File: src/rtl/tcc_pkg.sv
`timescale 1ns / 1ps
// Shared types and constants for the text console cursor engine.
// Depends on nothing; every other file of the block refers to it by scoped names.
package tcc_pkg;

  // Font size: codes at or above this value draw the replacement glyph.
  localparam int unsigned GLYPH_COUNT = 128;
  // Default tab stop spacing handed to the top level parameter.
  localparam int unsigned TAB_WIDTH_DEF = 4;

  // Character codes the cursor logic reacts to.
  localparam logic [7:0] CHAR_BS        = 8'h08;
  localparam logic [7:0] CHAR_TAB       = 8'h09;
  localparam logic [7:0] CHAR_LF        = 8'h0A;
  localparam logic [7:0] CHAR_CR        = 8'h0D;
  localparam logic [7:0] CHAR_SPACE     = 8'h20;
  localparam logic [7:0] CHAR_QMARK     = 8'h3F;
  localparam logic [7:0] CHAR_PRINT_MIN = 8'h20;

  // Configuration register indexes.
  localparam int unsigned CFG_IDX_W = 3;
  localparam logic [CFG_IDX_W-1:0] CFG_ENABLED    = 3'd0;
  localparam logic [CFG_IDX_W-1:0] CFG_COLUMNS    = 3'd1;
  localparam logic [CFG_IDX_W-1:0] CFG_ROWS       = 3'd2;
  localparam logic [CFG_IDX_W-1:0] CFG_FOREGROUND = 3'd3;
  localparam logic [CFG_IDX_W-1:0] CFG_BACKGROUND = 3'd4;

  // Input opcodes.
  typedef enum logic {
    OP_PUT   = 1'b0,
    OP_CLEAR = 1'b1
  } op_t;

  // Result commands.
  typedef enum logic [1:0] {
    CMD_DRAW   = 2'd0,
    CMD_SCROLL = 2'd1,
    CMD_CLEAR  = 2'd2
  } cmd_t;

  // One input beat.
  typedef struct packed {
    logic       opcode;
    logic [7:0] char_code;
  } in_item_t;

  // One result beat.
  typedef struct packed {
    logic [1:0]  command;
    logic [7:0]  glyph;
    logic [7:0]  cell_column;
    logic [7:0]  cell_row;
    logic [31:0] ink;
    logic [31:0] paper;
    logic        last;
  } out_item_t;

  // Configuration register contents.
  typedef struct packed {
    logic        enabled;
    logic [7:0]  column_count;
    logic [7:0]  row_count;
    logic [31:0] foreground_color;
    logic [31:0] background_color;
  } cfg_t;

endpackage

File: src/rtl/tcc_cfg_regs.sv
`timescale 1ns / 1ps
// Configuration register file of the text console cursor engine.
// Depends on tcc_pkg for the register indexes and the cfg_t layout.
module tcc_cfg_regs (
  input  logic                              clk,
  input  logic                              rst_n,
  input  logic                              cfg_valid,
  output logic                              cfg_ready,
  input  logic [tcc_pkg::CFG_IDX_W-1:0]     cfg_index,
  input  logic [31:0]                       cfg_data,
  output tcc_pkg::cfg_t                     cfg
);

  tcc_pkg::cfg_t cfg_r;

  // Writes are always taken.
  assign cfg_ready = 1'b1;
  assign cfg       = cfg_r;

  // Register write decode; indexes beyond the list are dropped.
  always_ff @(posedge clk) begin
    if (!rst_n) begin
      cfg_r.enabled          <= 1'b0;
      cfg_r.column_count     <= 8'd1;
      cfg_r.row_count        <= 8'd1;
      cfg_r.foreground_color <= 32'h00FF_FFFF;
      cfg_r.background_color <= 32'h0000_0000;
    end else if (cfg_valid && cfg_ready) begin
      unique case (cfg_index)
        tcc_pkg::CFG_ENABLED:    cfg_r.enabled          <= cfg_data[0];
        tcc_pkg::CFG_COLUMNS:    cfg_r.column_count     <= cfg_data[7:0];
        tcc_pkg::CFG_ROWS:       cfg_r.row_count        <= cfg_data[7:0];
        tcc_pkg::CFG_FOREGROUND: cfg_r.foreground_color <= cfg_data;
        tcc_pkg::CFG_BACKGROUND: cfg_r.background_color <= cfg_data;
        default: ;
      endcase
    end
  end

endmodule

File: src/rtl/tcc_step.sv
`timescale 1ns / 1ps
// Combinational cursor step: one result beat and the next cursor per cycle.
// Depends on tcc_pkg for codes, commands and the item and config types.
module tcc_step #(
  parameter int unsigned TAB_WIDTH = tcc_pkg::TAB_WIDTH_DEF,
  parameter int unsigned PHASE_W   = (TAB_WIDTH > 1) ? $clog2(TAB_WIDTH) : 1
) (
  input  tcc_pkg::in_item_t  item,
  input  tcc_pkg::cfg_t      cfg,
  input  logic [7:0]         col,
  input  logic [7:0]         row,
  input  logic [PHASE_W-1:0] phase,
  input  logic               pend_scroll,
  output logic               emit,
  output logic               done,
  output tcc_pkg::out_item_t res,
  output logic [7:0]         col_nxt,
  output logic [7:0]         row_nxt,
  output logic [PHASE_W-1:0] phase_nxt,
  output logic               pend_nxt
);

  localparam logic [PHASE_W-1:0] PHASE_TOP = PHASE_W'(TAB_WIDTH - 1);

  logic [7:0]         eff_cols;
  logic [7:0]         eff_rows;
  logic [8:0]         col_inc;
  logic               wrap;
  logic               bottom;
  logic [7:0]         lf_row;
  logic [PHASE_W-1:0] phase_inc;
  logic [PHASE_W-1:0] phase_dec;
  logic [7:0]         glyph_sel;

  // A size of zero behaves as one.
  assign eff_cols = (cfg.column_count == 8'd0) ? 8'd1 : cfg.column_count;
  assign eff_rows = (cfg.row_count == 8'd0) ? 8'd1 : cfg.row_count;

  // Advance and line feed conditions.
  assign col_inc = {1'b0, col} + 9'd1;
  assign wrap    = (col_inc >= {1'b0, eff_cols});
  assign bottom  = (({1'b0, row} + 9'd1) >= {1'b0, eff_rows});
  assign lf_row  = bottom ? (eff_rows - 8'd1) : (row + 8'd1);

  // Column position within the current tab stop, kept incrementally.
  assign phase_inc = (phase == PHASE_TOP) ? '0 : (phase + PHASE_W'(1));
  assign phase_dec = (phase == '0) ? PHASE_TOP : (phase - PHASE_W'(1));

  // Codes outside the font draw a question mark.
  assign glyph_sel = ({1'b0, item.char_code} >= 9'(tcc_pkg::GLYPH_COUNT)) ?
                     tcc_pkg::CHAR_QMARK : item.char_code;

  always_comb begin
    emit            = 1'b0;
    done            = 1'b1;
    pend_nxt        = 1'b0;
    col_nxt         = col;
    row_nxt         = row;
    phase_nxt       = phase;
    res.command     = tcc_pkg::CMD_DRAW;
    res.glyph       = 8'd0;
    res.cell_column = 8'd0;
    res.cell_row    = 8'd0;
    res.ink         = 32'd0;
    res.paper       = cfg.background_color;
    res.last        = 1'b1;

    if (pend_scroll) begin
      // Second beat of a draw that wrapped off the bottom row.
      emit        = 1'b1;
      res.command = tcc_pkg::CMD_SCROLL;
    end else if (item.opcode == tcc_pkg::OP_CLEAR) begin
      emit        = 1'b1;
      res.command = tcc_pkg::CMD_CLEAR;
      col_nxt     = 8'd0;
      row_nxt     = 8'd0;
      phase_nxt   = '0;
    end else if (cfg.enabled) begin
      unique case (item.char_code)
        tcc_pkg::CHAR_LF: begin
          col_nxt   = 8'd0;
          phase_nxt = '0;
          row_nxt   = lf_row;
          if (bottom) begin
            emit        = 1'b1;
            res.command = tcc_pkg::CMD_SCROLL;
          end
        end
        tcc_pkg::CHAR_CR: begin
          col_nxt   = 8'd0;
          phase_nxt = '0;
        end
        tcc_pkg::CHAR_BS: begin
          if (col != 8'd0) begin
            emit            = 1'b1;
            col_nxt         = col - 8'd1;
            phase_nxt       = phase_dec;
            res.glyph       = tcc_pkg::CHAR_SPACE;
            res.cell_column = col - 8'd1;
            res.cell_row    = row;
            res.ink         = cfg.foreground_color;
          end
        end
        default: begin
          // Tab and printable codes draw at the cursor and then advance.
          if (item.char_code == tcc_pkg::CHAR_TAB ||
              item.char_code >= tcc_pkg::CHAR_PRINT_MIN) begin
            emit            = 1'b1;
            res.glyph       = (item.char_code == tcc_pkg::CHAR_TAB) ?
                              tcc_pkg::CHAR_SPACE : glyph_sel;
            res.cell_column = col;
            res.cell_row    = row;
            res.ink         = cfg.foreground_color;
            if (wrap) begin
              col_nxt   = 8'd0;
              phase_nxt = '0;
              row_nxt   = lf_row;
              if (bottom) begin
                pend_nxt = 1'b1;
                done     = 1'b0;
              end
            end else begin
              col_nxt   = col_inc[7:0];
              phase_nxt = phase_inc;
              // A tab keeps drawing blanks until the next stop.
              if (item.char_code == tcc_pkg::CHAR_TAB && phase_inc != '0) begin
                done = 1'b0;
              end
            end
            res.last = done;
          end
        end
      endcase
    end
  end

endmodule

File: src/rtl/text_console_cursor_engine_core.sv
`timescale 1ns / 1ps
// Top level of the text console cursor engine: item register, cursor state,
// result register. Depends on tcc_pkg, tcc_cfg_regs and tcc_step.
//
// Usage:
//   The in_ channel takes one beat per character or clear request. The out_
//   channel gives cell-level commands (draw glyph, scroll up, clear), with
//   last set on the final beat caused by an input beat. The cfg_ channel
//   writes the five registers by index and is always ready; write it only
//   while the engine is idle.
//   An input beat is registered in the item register, stepped
//   combinationally, and its result is registered in the result register.
//   Throughput: one result beat per cycle out of the single step stage
//   unless out_ready stalls the result register. A tab draws blanks up to
//   the next stop or the row end, at most TAB_WIDTH, plus a scroll when it
//   wraps off the bottom row; a printable character that wraps off the
//   bottom row gives a draw, then a scroll.
//   A new input beat is accepted in the cycle its predecessor finishes.
//   When out_ready is low the result register holds; the item register
//   keeps one more beat, then in_ready drops until results drain.
//   Reset clears the cursor to the home cell, drops all pending beats and
//   loads the register defaults (console disabled, 1x1 screen).
module text_console_cursor_engine_core #(
  parameter int unsigned TAB_WIDTH = tcc_pkg::TAB_WIDTH_DEF
) (
  input  logic                          clk,
  input  logic                          rst_n,
  input  logic                          in_valid,
  output logic                          in_ready,
  input  tcc_pkg::in_item_t             in_data,
  output logic                          out_valid,
  input  logic                          out_ready,
  output tcc_pkg::out_item_t            out_data,
  input  logic                          cfg_valid,
  output logic                          cfg_ready,
  input  logic [tcc_pkg::CFG_IDX_W-1:0] cfg_index,
  input  logic [31:0]                   cfg_data
);

  localparam int unsigned PHASE_W = (TAB_WIDTH > 1) ? $clog2(TAB_WIDTH) : 1;

  tcc_pkg::cfg_t      cfg;
  tcc_pkg::in_item_t  item_r;
  logic               item_valid_r;
  logic [7:0]         col_r;
  logic [7:0]         row_r;
  logic [PHASE_W-1:0] phase_r;
  logic               pend_r;
  logic               out_valid_r;
  tcc_pkg::out_item_t out_r;

  logic               step_emit;
  logic               step_done;
  tcc_pkg::out_item_t step_res;
  logic [7:0]         col_nxt;
  logic [7:0]         row_nxt;
  logic [PHASE_W-1:0] phase_nxt;
  logic               pend_nxt;
  logic               can_emit;
  logic               fire;
  logic               item_done;

  // Configuration registers.
  tcc_cfg_regs u_cfg (
    .clk       (clk),
    .rst_n     (rst_n),
    .cfg_valid (cfg_valid),
    .cfg_ready (cfg_ready),
    .cfg_index (cfg_index),
    .cfg_data  (cfg_data),
    .cfg       (cfg)
  );

  // Cursor step logic between the item register and the result register.
  tcc_step #(
    .TAB_WIDTH (TAB_WIDTH),
    .PHASE_W   (PHASE_W)
  ) u_step (
    .item        (item_r),
    .cfg         (cfg),
    .col         (col_r),
    .row         (row_r),
    .phase       (phase_r),
    .pend_scroll (pend_r),
    .emit        (step_emit),
    .done        (step_done),
    .res         (step_res),
    .col_nxt     (col_nxt),
    .row_nxt     (row_nxt),
    .phase_nxt   (phase_nxt),
    .pend_nxt    (pend_nxt)
  );

  // A step commits when its result beat, if any, has room.
  assign can_emit  = !out_valid_r || out_ready;
  assign fire      = item_valid_r && (!step_emit || can_emit);
  assign item_done = fire && step_done;
  assign in_ready  = !item_valid_r || item_done;

  // Item register.
  always_ff @(posedge clk) begin
    if (!rst_n) begin
      item_valid_r <= 1'b0;
    end else if (in_valid && in_ready) begin
      item_valid_r <= 1'b1;
    end else if (item_done) begin
      item_valid_r <= 1'b0;
    end
  end

  always_ff @(posedge clk) begin
    if (in_valid && in_ready) begin
      item_r <= in_data;
    end
  end

  // Cursor state and the pending scroll flag.
  always_ff @(posedge clk) begin
    if (!rst_n) begin
      col_r   <= 8'd0;
      row_r   <= 8'd0;
      phase_r <= '0;
      pend_r  <= 1'b0;
    end else if (fire) begin
      col_r   <= col_nxt;
      row_r   <= row_nxt;
      phase_r <= phase_nxt;
      pend_r  <= pend_nxt;
    end
  end

  // Result register.
  always_ff @(posedge clk) begin
    if (!rst_n) begin
      out_valid_r <= 1'b0;
    end else if (can_emit) begin
      out_valid_r <= fire && step_emit;
    end
  end

  always_ff @(posedge clk) begin
    if (can_emit && fire && step_emit) begin
      out_r <= step_res;
    end
  end

  assign out_valid = out_valid_r;
  assign out_data  = out_r;

  // A pending scroll always belongs to an item still held.
  assert property (@(posedge clk) disable iff (!rst_n) pend_r |-> item_valid_r)
    else $error("pending scroll without an item");

  // A pending scroll follows a wrap, so the cursor sits at column zero.
  assert property (@(posedge clk) disable iff (!rst_n) pend_r |-> (col_r == 8'd0))
    else $error("pending scroll with cursor off column zero");

  // The tab phase tracks the column: column zero is a tab stop.
  assert property (@(posedge clk) disable iff (!rst_n) (col_r == 8'd0) |-> (phase_r == '0))
    else $error("tab phase out of step with column");

  // The final beat of an item reaches the result register marked last.
  assert property (@(posedge clk) disable iff (!rst_n)
                   (fire && step_emit && step_done) |=> (out_valid_r && out_r.last))
    else $error("final result beat not marked last");

endmodule
File: config.mk
export PLATFORM = sky130hd
export DESIGN_NAME = text_console_cursor_engine_core
export DESIGN_NICKNAME = d
export VERILOG_FILES = /design/src/rtl/tcc_pkg.sv /design/src/rtl/tcc_cfg_regs.sv /design/src/rtl/tcc_step.sv /design/src/rtl/text_console_cursor_engine_core.sv
export SDC_FILE = /design/constraint.sdc
export NUM_CORES = 1
export LEC_CHECK = 0
export ABC_CLOCK_PERIOD_IN_PS = 8890
export BUFFER_PORTS_ARGS = -buffer_cell sky130_fd_sc_hd__buf_2
export CAP_MARGIN = 20
export CELL_PAD_IN_SITES_DETAIL_PLACEMENT = 1
export CELL_PAD_IN_SITES_GLOBAL_PLACEMENT = 1
export CORE_MARGIN = 4
export CORE_UTILIZATION = 40
export CTS_CLUSTER_SIZE = 14
export DETAILED_ROUTE_END_ITERATION = 16
export PLACE_DENSITY_LB_ADDON = 0.1
export RECOVER_POWER = 50
export SLEW_MARGIN = 15
export SYNTH_ARGS = -nofsm -noshare
export SYNTH_HDL_FRONTEND = slang
export SYNTH_SLANG_ARGS = --single-unit
File: constraint.sdc
create_clock -name clk -period 8.89 [get_ports clk]
set_input_delay 1.778 -clock clk [delete_from_list [all_inputs] [get_ports clk]]
set_output_delay 1.778 -clock clk [all_outputs]
set_load 0.01 [all_outputs]
==> qor.txt <==
Max Slew Vio Count - 140
DRT iter0 DRCs - 239
total detailed-routing wirelength - 22800 um
gr ovfl total - 0
number of instances in the synthesized netlist - 851
count of endpoints failing setup in the final report - 0
Tot GR Track Use - 0.186
post-synthesis instance area - 8590 um2
origin of the critical flop-to-flop path - col_r[2]
Critical Path Start Type - flip-flop
max_slew headroom - -1.18
post-route cell area - 10100 um2
Cell Area, Placed - 9530 um2
final core area utilization - 0.481
Register Area - 5040 um2
data required time of the worst path - 7.11 ns
synth warn - 0
Period Utilization, post-route - 0.644
global-route wire length before repair - 36200 um
CTS buffer count - 23
Syn-to-layout area delta - 18.1%
sequential fraction of the synthesis area - 0.587
multi-input logic area - 3250 um2
number of unique standard cell types used by synthesis - 58
number of synthesized flops with an enable pin - 100
crit end category - output pin
most numerous cell in the Yosys netlist - sky130_fd_sc_hd__nand2_1
RSZ-0062 raised after global routing - false
clock tree from TritonCTS - yes
via count of the first global-routing pass - 6763
hold path startpoint - u_cfg.cfg[29]
arrival time of the worst setup path - 3.95 ns
biggest area consumer among synthesized cells - sky130_fd_sc_hd__edfxtp_1
path depth of the worst reg2reg path - 13
count of fill cells added during filler insertion - 2453
shortest clock period the worst path allows after layout - 5.73 ns
detailed-routing iteration count for the pre-antenna-repair pass - 4
end point of the most critical hold path - out_data[30]
die outline width - 155 um
total half-perimeter wirelength after legalization and detailed placement - 15400 um
clock latency reported for the late side of the worst-skew pair - 0.50 ns
violated checks - max-capacitance violations, max-slew violations
synth cell count leaders - sky130_fd_sc_hd__nand2_1, sky130_fd_sc_hd__dfxtp_1, sky130_fd_sc_hd__edfxtp_1
placeable core area - 21100 um2
total chip power - 2.02 mW
power density normalized to cell area - 199 nW/um2
number of cells upsized or downsized after cts - 0
slew of the pin with the lowest slew margin - 3.28 ns
Setup Total Neg Slack - 0 ns
area share of the largest cell type after synthesis - 0.350
max-cap viol count - 3
run status - complete, but fails checks
vias per std cell - 5.17
cts hold-fix bufs - 0
initial standard-cell utilization of the core - 0.407
highest achievable clock rate - 0.175 GHz
top-level I/O count - 143
Remaining DRCs - 0
FF-to-FF End - item_r[3]
die area - 23900 um2
Clock Pin Slew Worst Setup and Hold Paths - 0.05 ns
postcts setup bufs - 0
total via count after detailed routing - 6569
largest net degree at the start of global routing - 65
biggest area contributors in the synthesized netlist - sky130_fd_sc_hd__edfxtp_1, sky130_fd_sc_hd__dfxtp_1, sky130_fd_sc_hd__nand2_1
number of nets with antenna violations after routing - 0
number of nets in the finished design - 1050
clock root buffer - sky130_fd_sc_hd__clkbuf_16
worst clock skew on the final layout - 0.0170 ns
leak pwr - 3.84 nW
share of layout cells above drive strength 1 - 0.128
post-synthesis average cell area - 10.1 um2
setup slack of the worst register-to-register path - 4.86 ns
Post-Syn Nets - 923
number of cells on the worst hold path - 0
Clock Path Buffers - 3
post-synthesis sequential element count - 202
share of synthesized flip-flops with an asynchronous set or reset - 0
routed length per placed instance - 17.9 um
level count of the clock H-tree - 1
Hold/Removal Path Class - reg -> reg
Clock Sink Count - 202
top fanout value on the critical path - 13
number of antenna violations at the first check in global routing - 2
Die Height - 155 um
worst vdd rail ir drop - 0.134 mV
Final Hold Viols - 0
critical path start-end classification - reg -> out
number of buffers inserted by port buffering - 141
RePlAce Congestion - 0.831
Top FF cell, synth - sky130_fd_sc_hd__dfxtp_1
worst hold-check slack - 0.428 ns
number of core rows - 53
-- per-layer routing --
metal | vias to the layer above | wire (um) | GRT usage
met5 | - | 7 | 0
met4 | 2 | 368 | 0.0395
met3 | 32 | 1160 | 0.0339
met2 | 135 | 10800 | 0.316
met1 | 3199 | 10400 | 0.251
li1 | 3201 | - | -
-- cell type report --
class | count | area share
diodes | 1 | 0.000247
clock buffers | 34 | 0.0618
clock inverters | 8 | 0.00962
inverters | 23 | 0.00851
multi-input cells | 575 | 0.320
flip-flops and latches | 202 | 0.497
well taps | 275 | 0.0339
repair buffers | 153 | 0.0689
-- cells by family (layout without fill, tap and decap cells) --
kind of cell	after synthesis	count (layout)	synth area share
compound gates	154	154	0.110
xor+xnor	20	20	0.0204
fa+ha+maj	23	23	0.0335
buf+inv	74	218	0.0350
flops	202	202	0.587
mux	12	12	0.0144
other cells	2	3	0.000874
simple gates	364	364	0.199
-- worst max path at each step --
stage	slack, ns	end	startpoint
after global placement	3.81	in_ready	col_r[2]
after floorplan	2.13	out_data[0]	out_ready
after detailed placement	3.73	in_ready	col_r[2]
after CTS	3.15	in_ready	col_r[2]
after global routing	2.77	in_ready	col_r[2]
final	3.16	in_ready	col_r[2]
-- critical path, cell delays in order (launching register included) --
cell and delay (ns):
sky130_fd_sc_hd__dfxtp_1 0.56, sky130_fd_sc_hd__nand3_1 0.20, sky130_fd_sc_hd__nor3_1 0.30, sky130_fd_sc_hd__nand3_1 0.14, sky130_fd_sc_hd__xnor2_1 0.22, sky130_fd_sc_hd__ha_1 0.28, sky130_fd_sc_hd__and3_1 0.20, sky130_fd_sc_hd__a221o_1 0.34
sky130_fd_sc_hd__a211oi_1 0.19, sky130_fd_sc_hd__buf_4 0.18, sky130_fd_sc_hd__o21bai_1 0.13, sky130_fd_sc_hd__a21boi_0 0.16, sky130_fd_sc_hd__o21ai_0 0.36, sky130_fd_sc_hd__buf_2 0.21
-- power breakdown --
group	switching (mW)	internal [mW]	leakage (nW)	total (mW)
Combinational	0.0719	0.0354	1.66	0.107
Sequential	0.0124	0.996	1.84	1.01
Clock	0.360	0.547	0.345	0.907
-- cells in the final DEF, fill, tap and decap left out, types with 4 or more instances in the layout --
cell                        instances
sky130_fd_sc_hd__nand2b_1           7
sky130_fd_sc_hd__clkbuf_16         23
sky130_fd_sc_hd__and2_1            43
sky130_fd_sc_hd__nor3_1            11
sky130_fd_sc_hd__buf_4              9
sky130_fd_sc_hd__ha_1              23
sky130_fd_sc_hd__clkbuf_1          81
sky130_fd_sc_hd__buf_2             73
sky130_fd_sc_hd__or3_1              4
sky130_fd_sc_hd__o21ai_0           22
sky130_fd_sc_hd__xor2_1            10
sky130_fd_sc_hd__dfxtp_1          102
sky130_fd_sc_hd__o31ai_1            9
sky130_fd_sc_hd__nor2_1            28
sky130_fd_sc_hd__mux2i_1            9
sky130_fd_sc_hd__xnor2_1           10
sky130_fd_sc_hd__nand3_1           48
sky130_fd_sc_hd__o21bai_1           5
sky130_fd_sc_hd__inv_1             22
sky130_fd_sc_hd__a21oi_1           77
sky130_fd_sc_hd__edfxtp_1         100
sky130_fd_sc_hd__and3_1             4
sky130_fd_sc_hd__nor4_1             4
sky130_fd_sc_hd__a211oi_1           4
sky130_fd_sc_hd__nor2b_1            6
sky130_fd_sc_hd__or2_2              4
sky130_fd_sc_hd__o21a_1             5
sky130_fd_sc_hd__nand2_1          185
sky130_fd_sc_hd__or4_1              5
sky130_fd_sc_hd__a31oi_1            6
-- state kept, by name (all words and copies together), names as in the netlist --
signal,cells
out_valid,1
phase_r,2
item_r,9
row_r,8
pend_r,1
out_data,91
col_r,8
item_valid_r,1
u_cfg.cfg,81
-- stage by stage --
step / worst slack, ns / cells
after floorplan: 2.13 / 851
after global placement: 3.81 / 1228
after detailed placement: 3.73 / 1228
after CTS: 3.15 / 1270
after global routing: 2.77 / 1271
final: 3.16 / 1271
(Power assumes the default switching activity.)
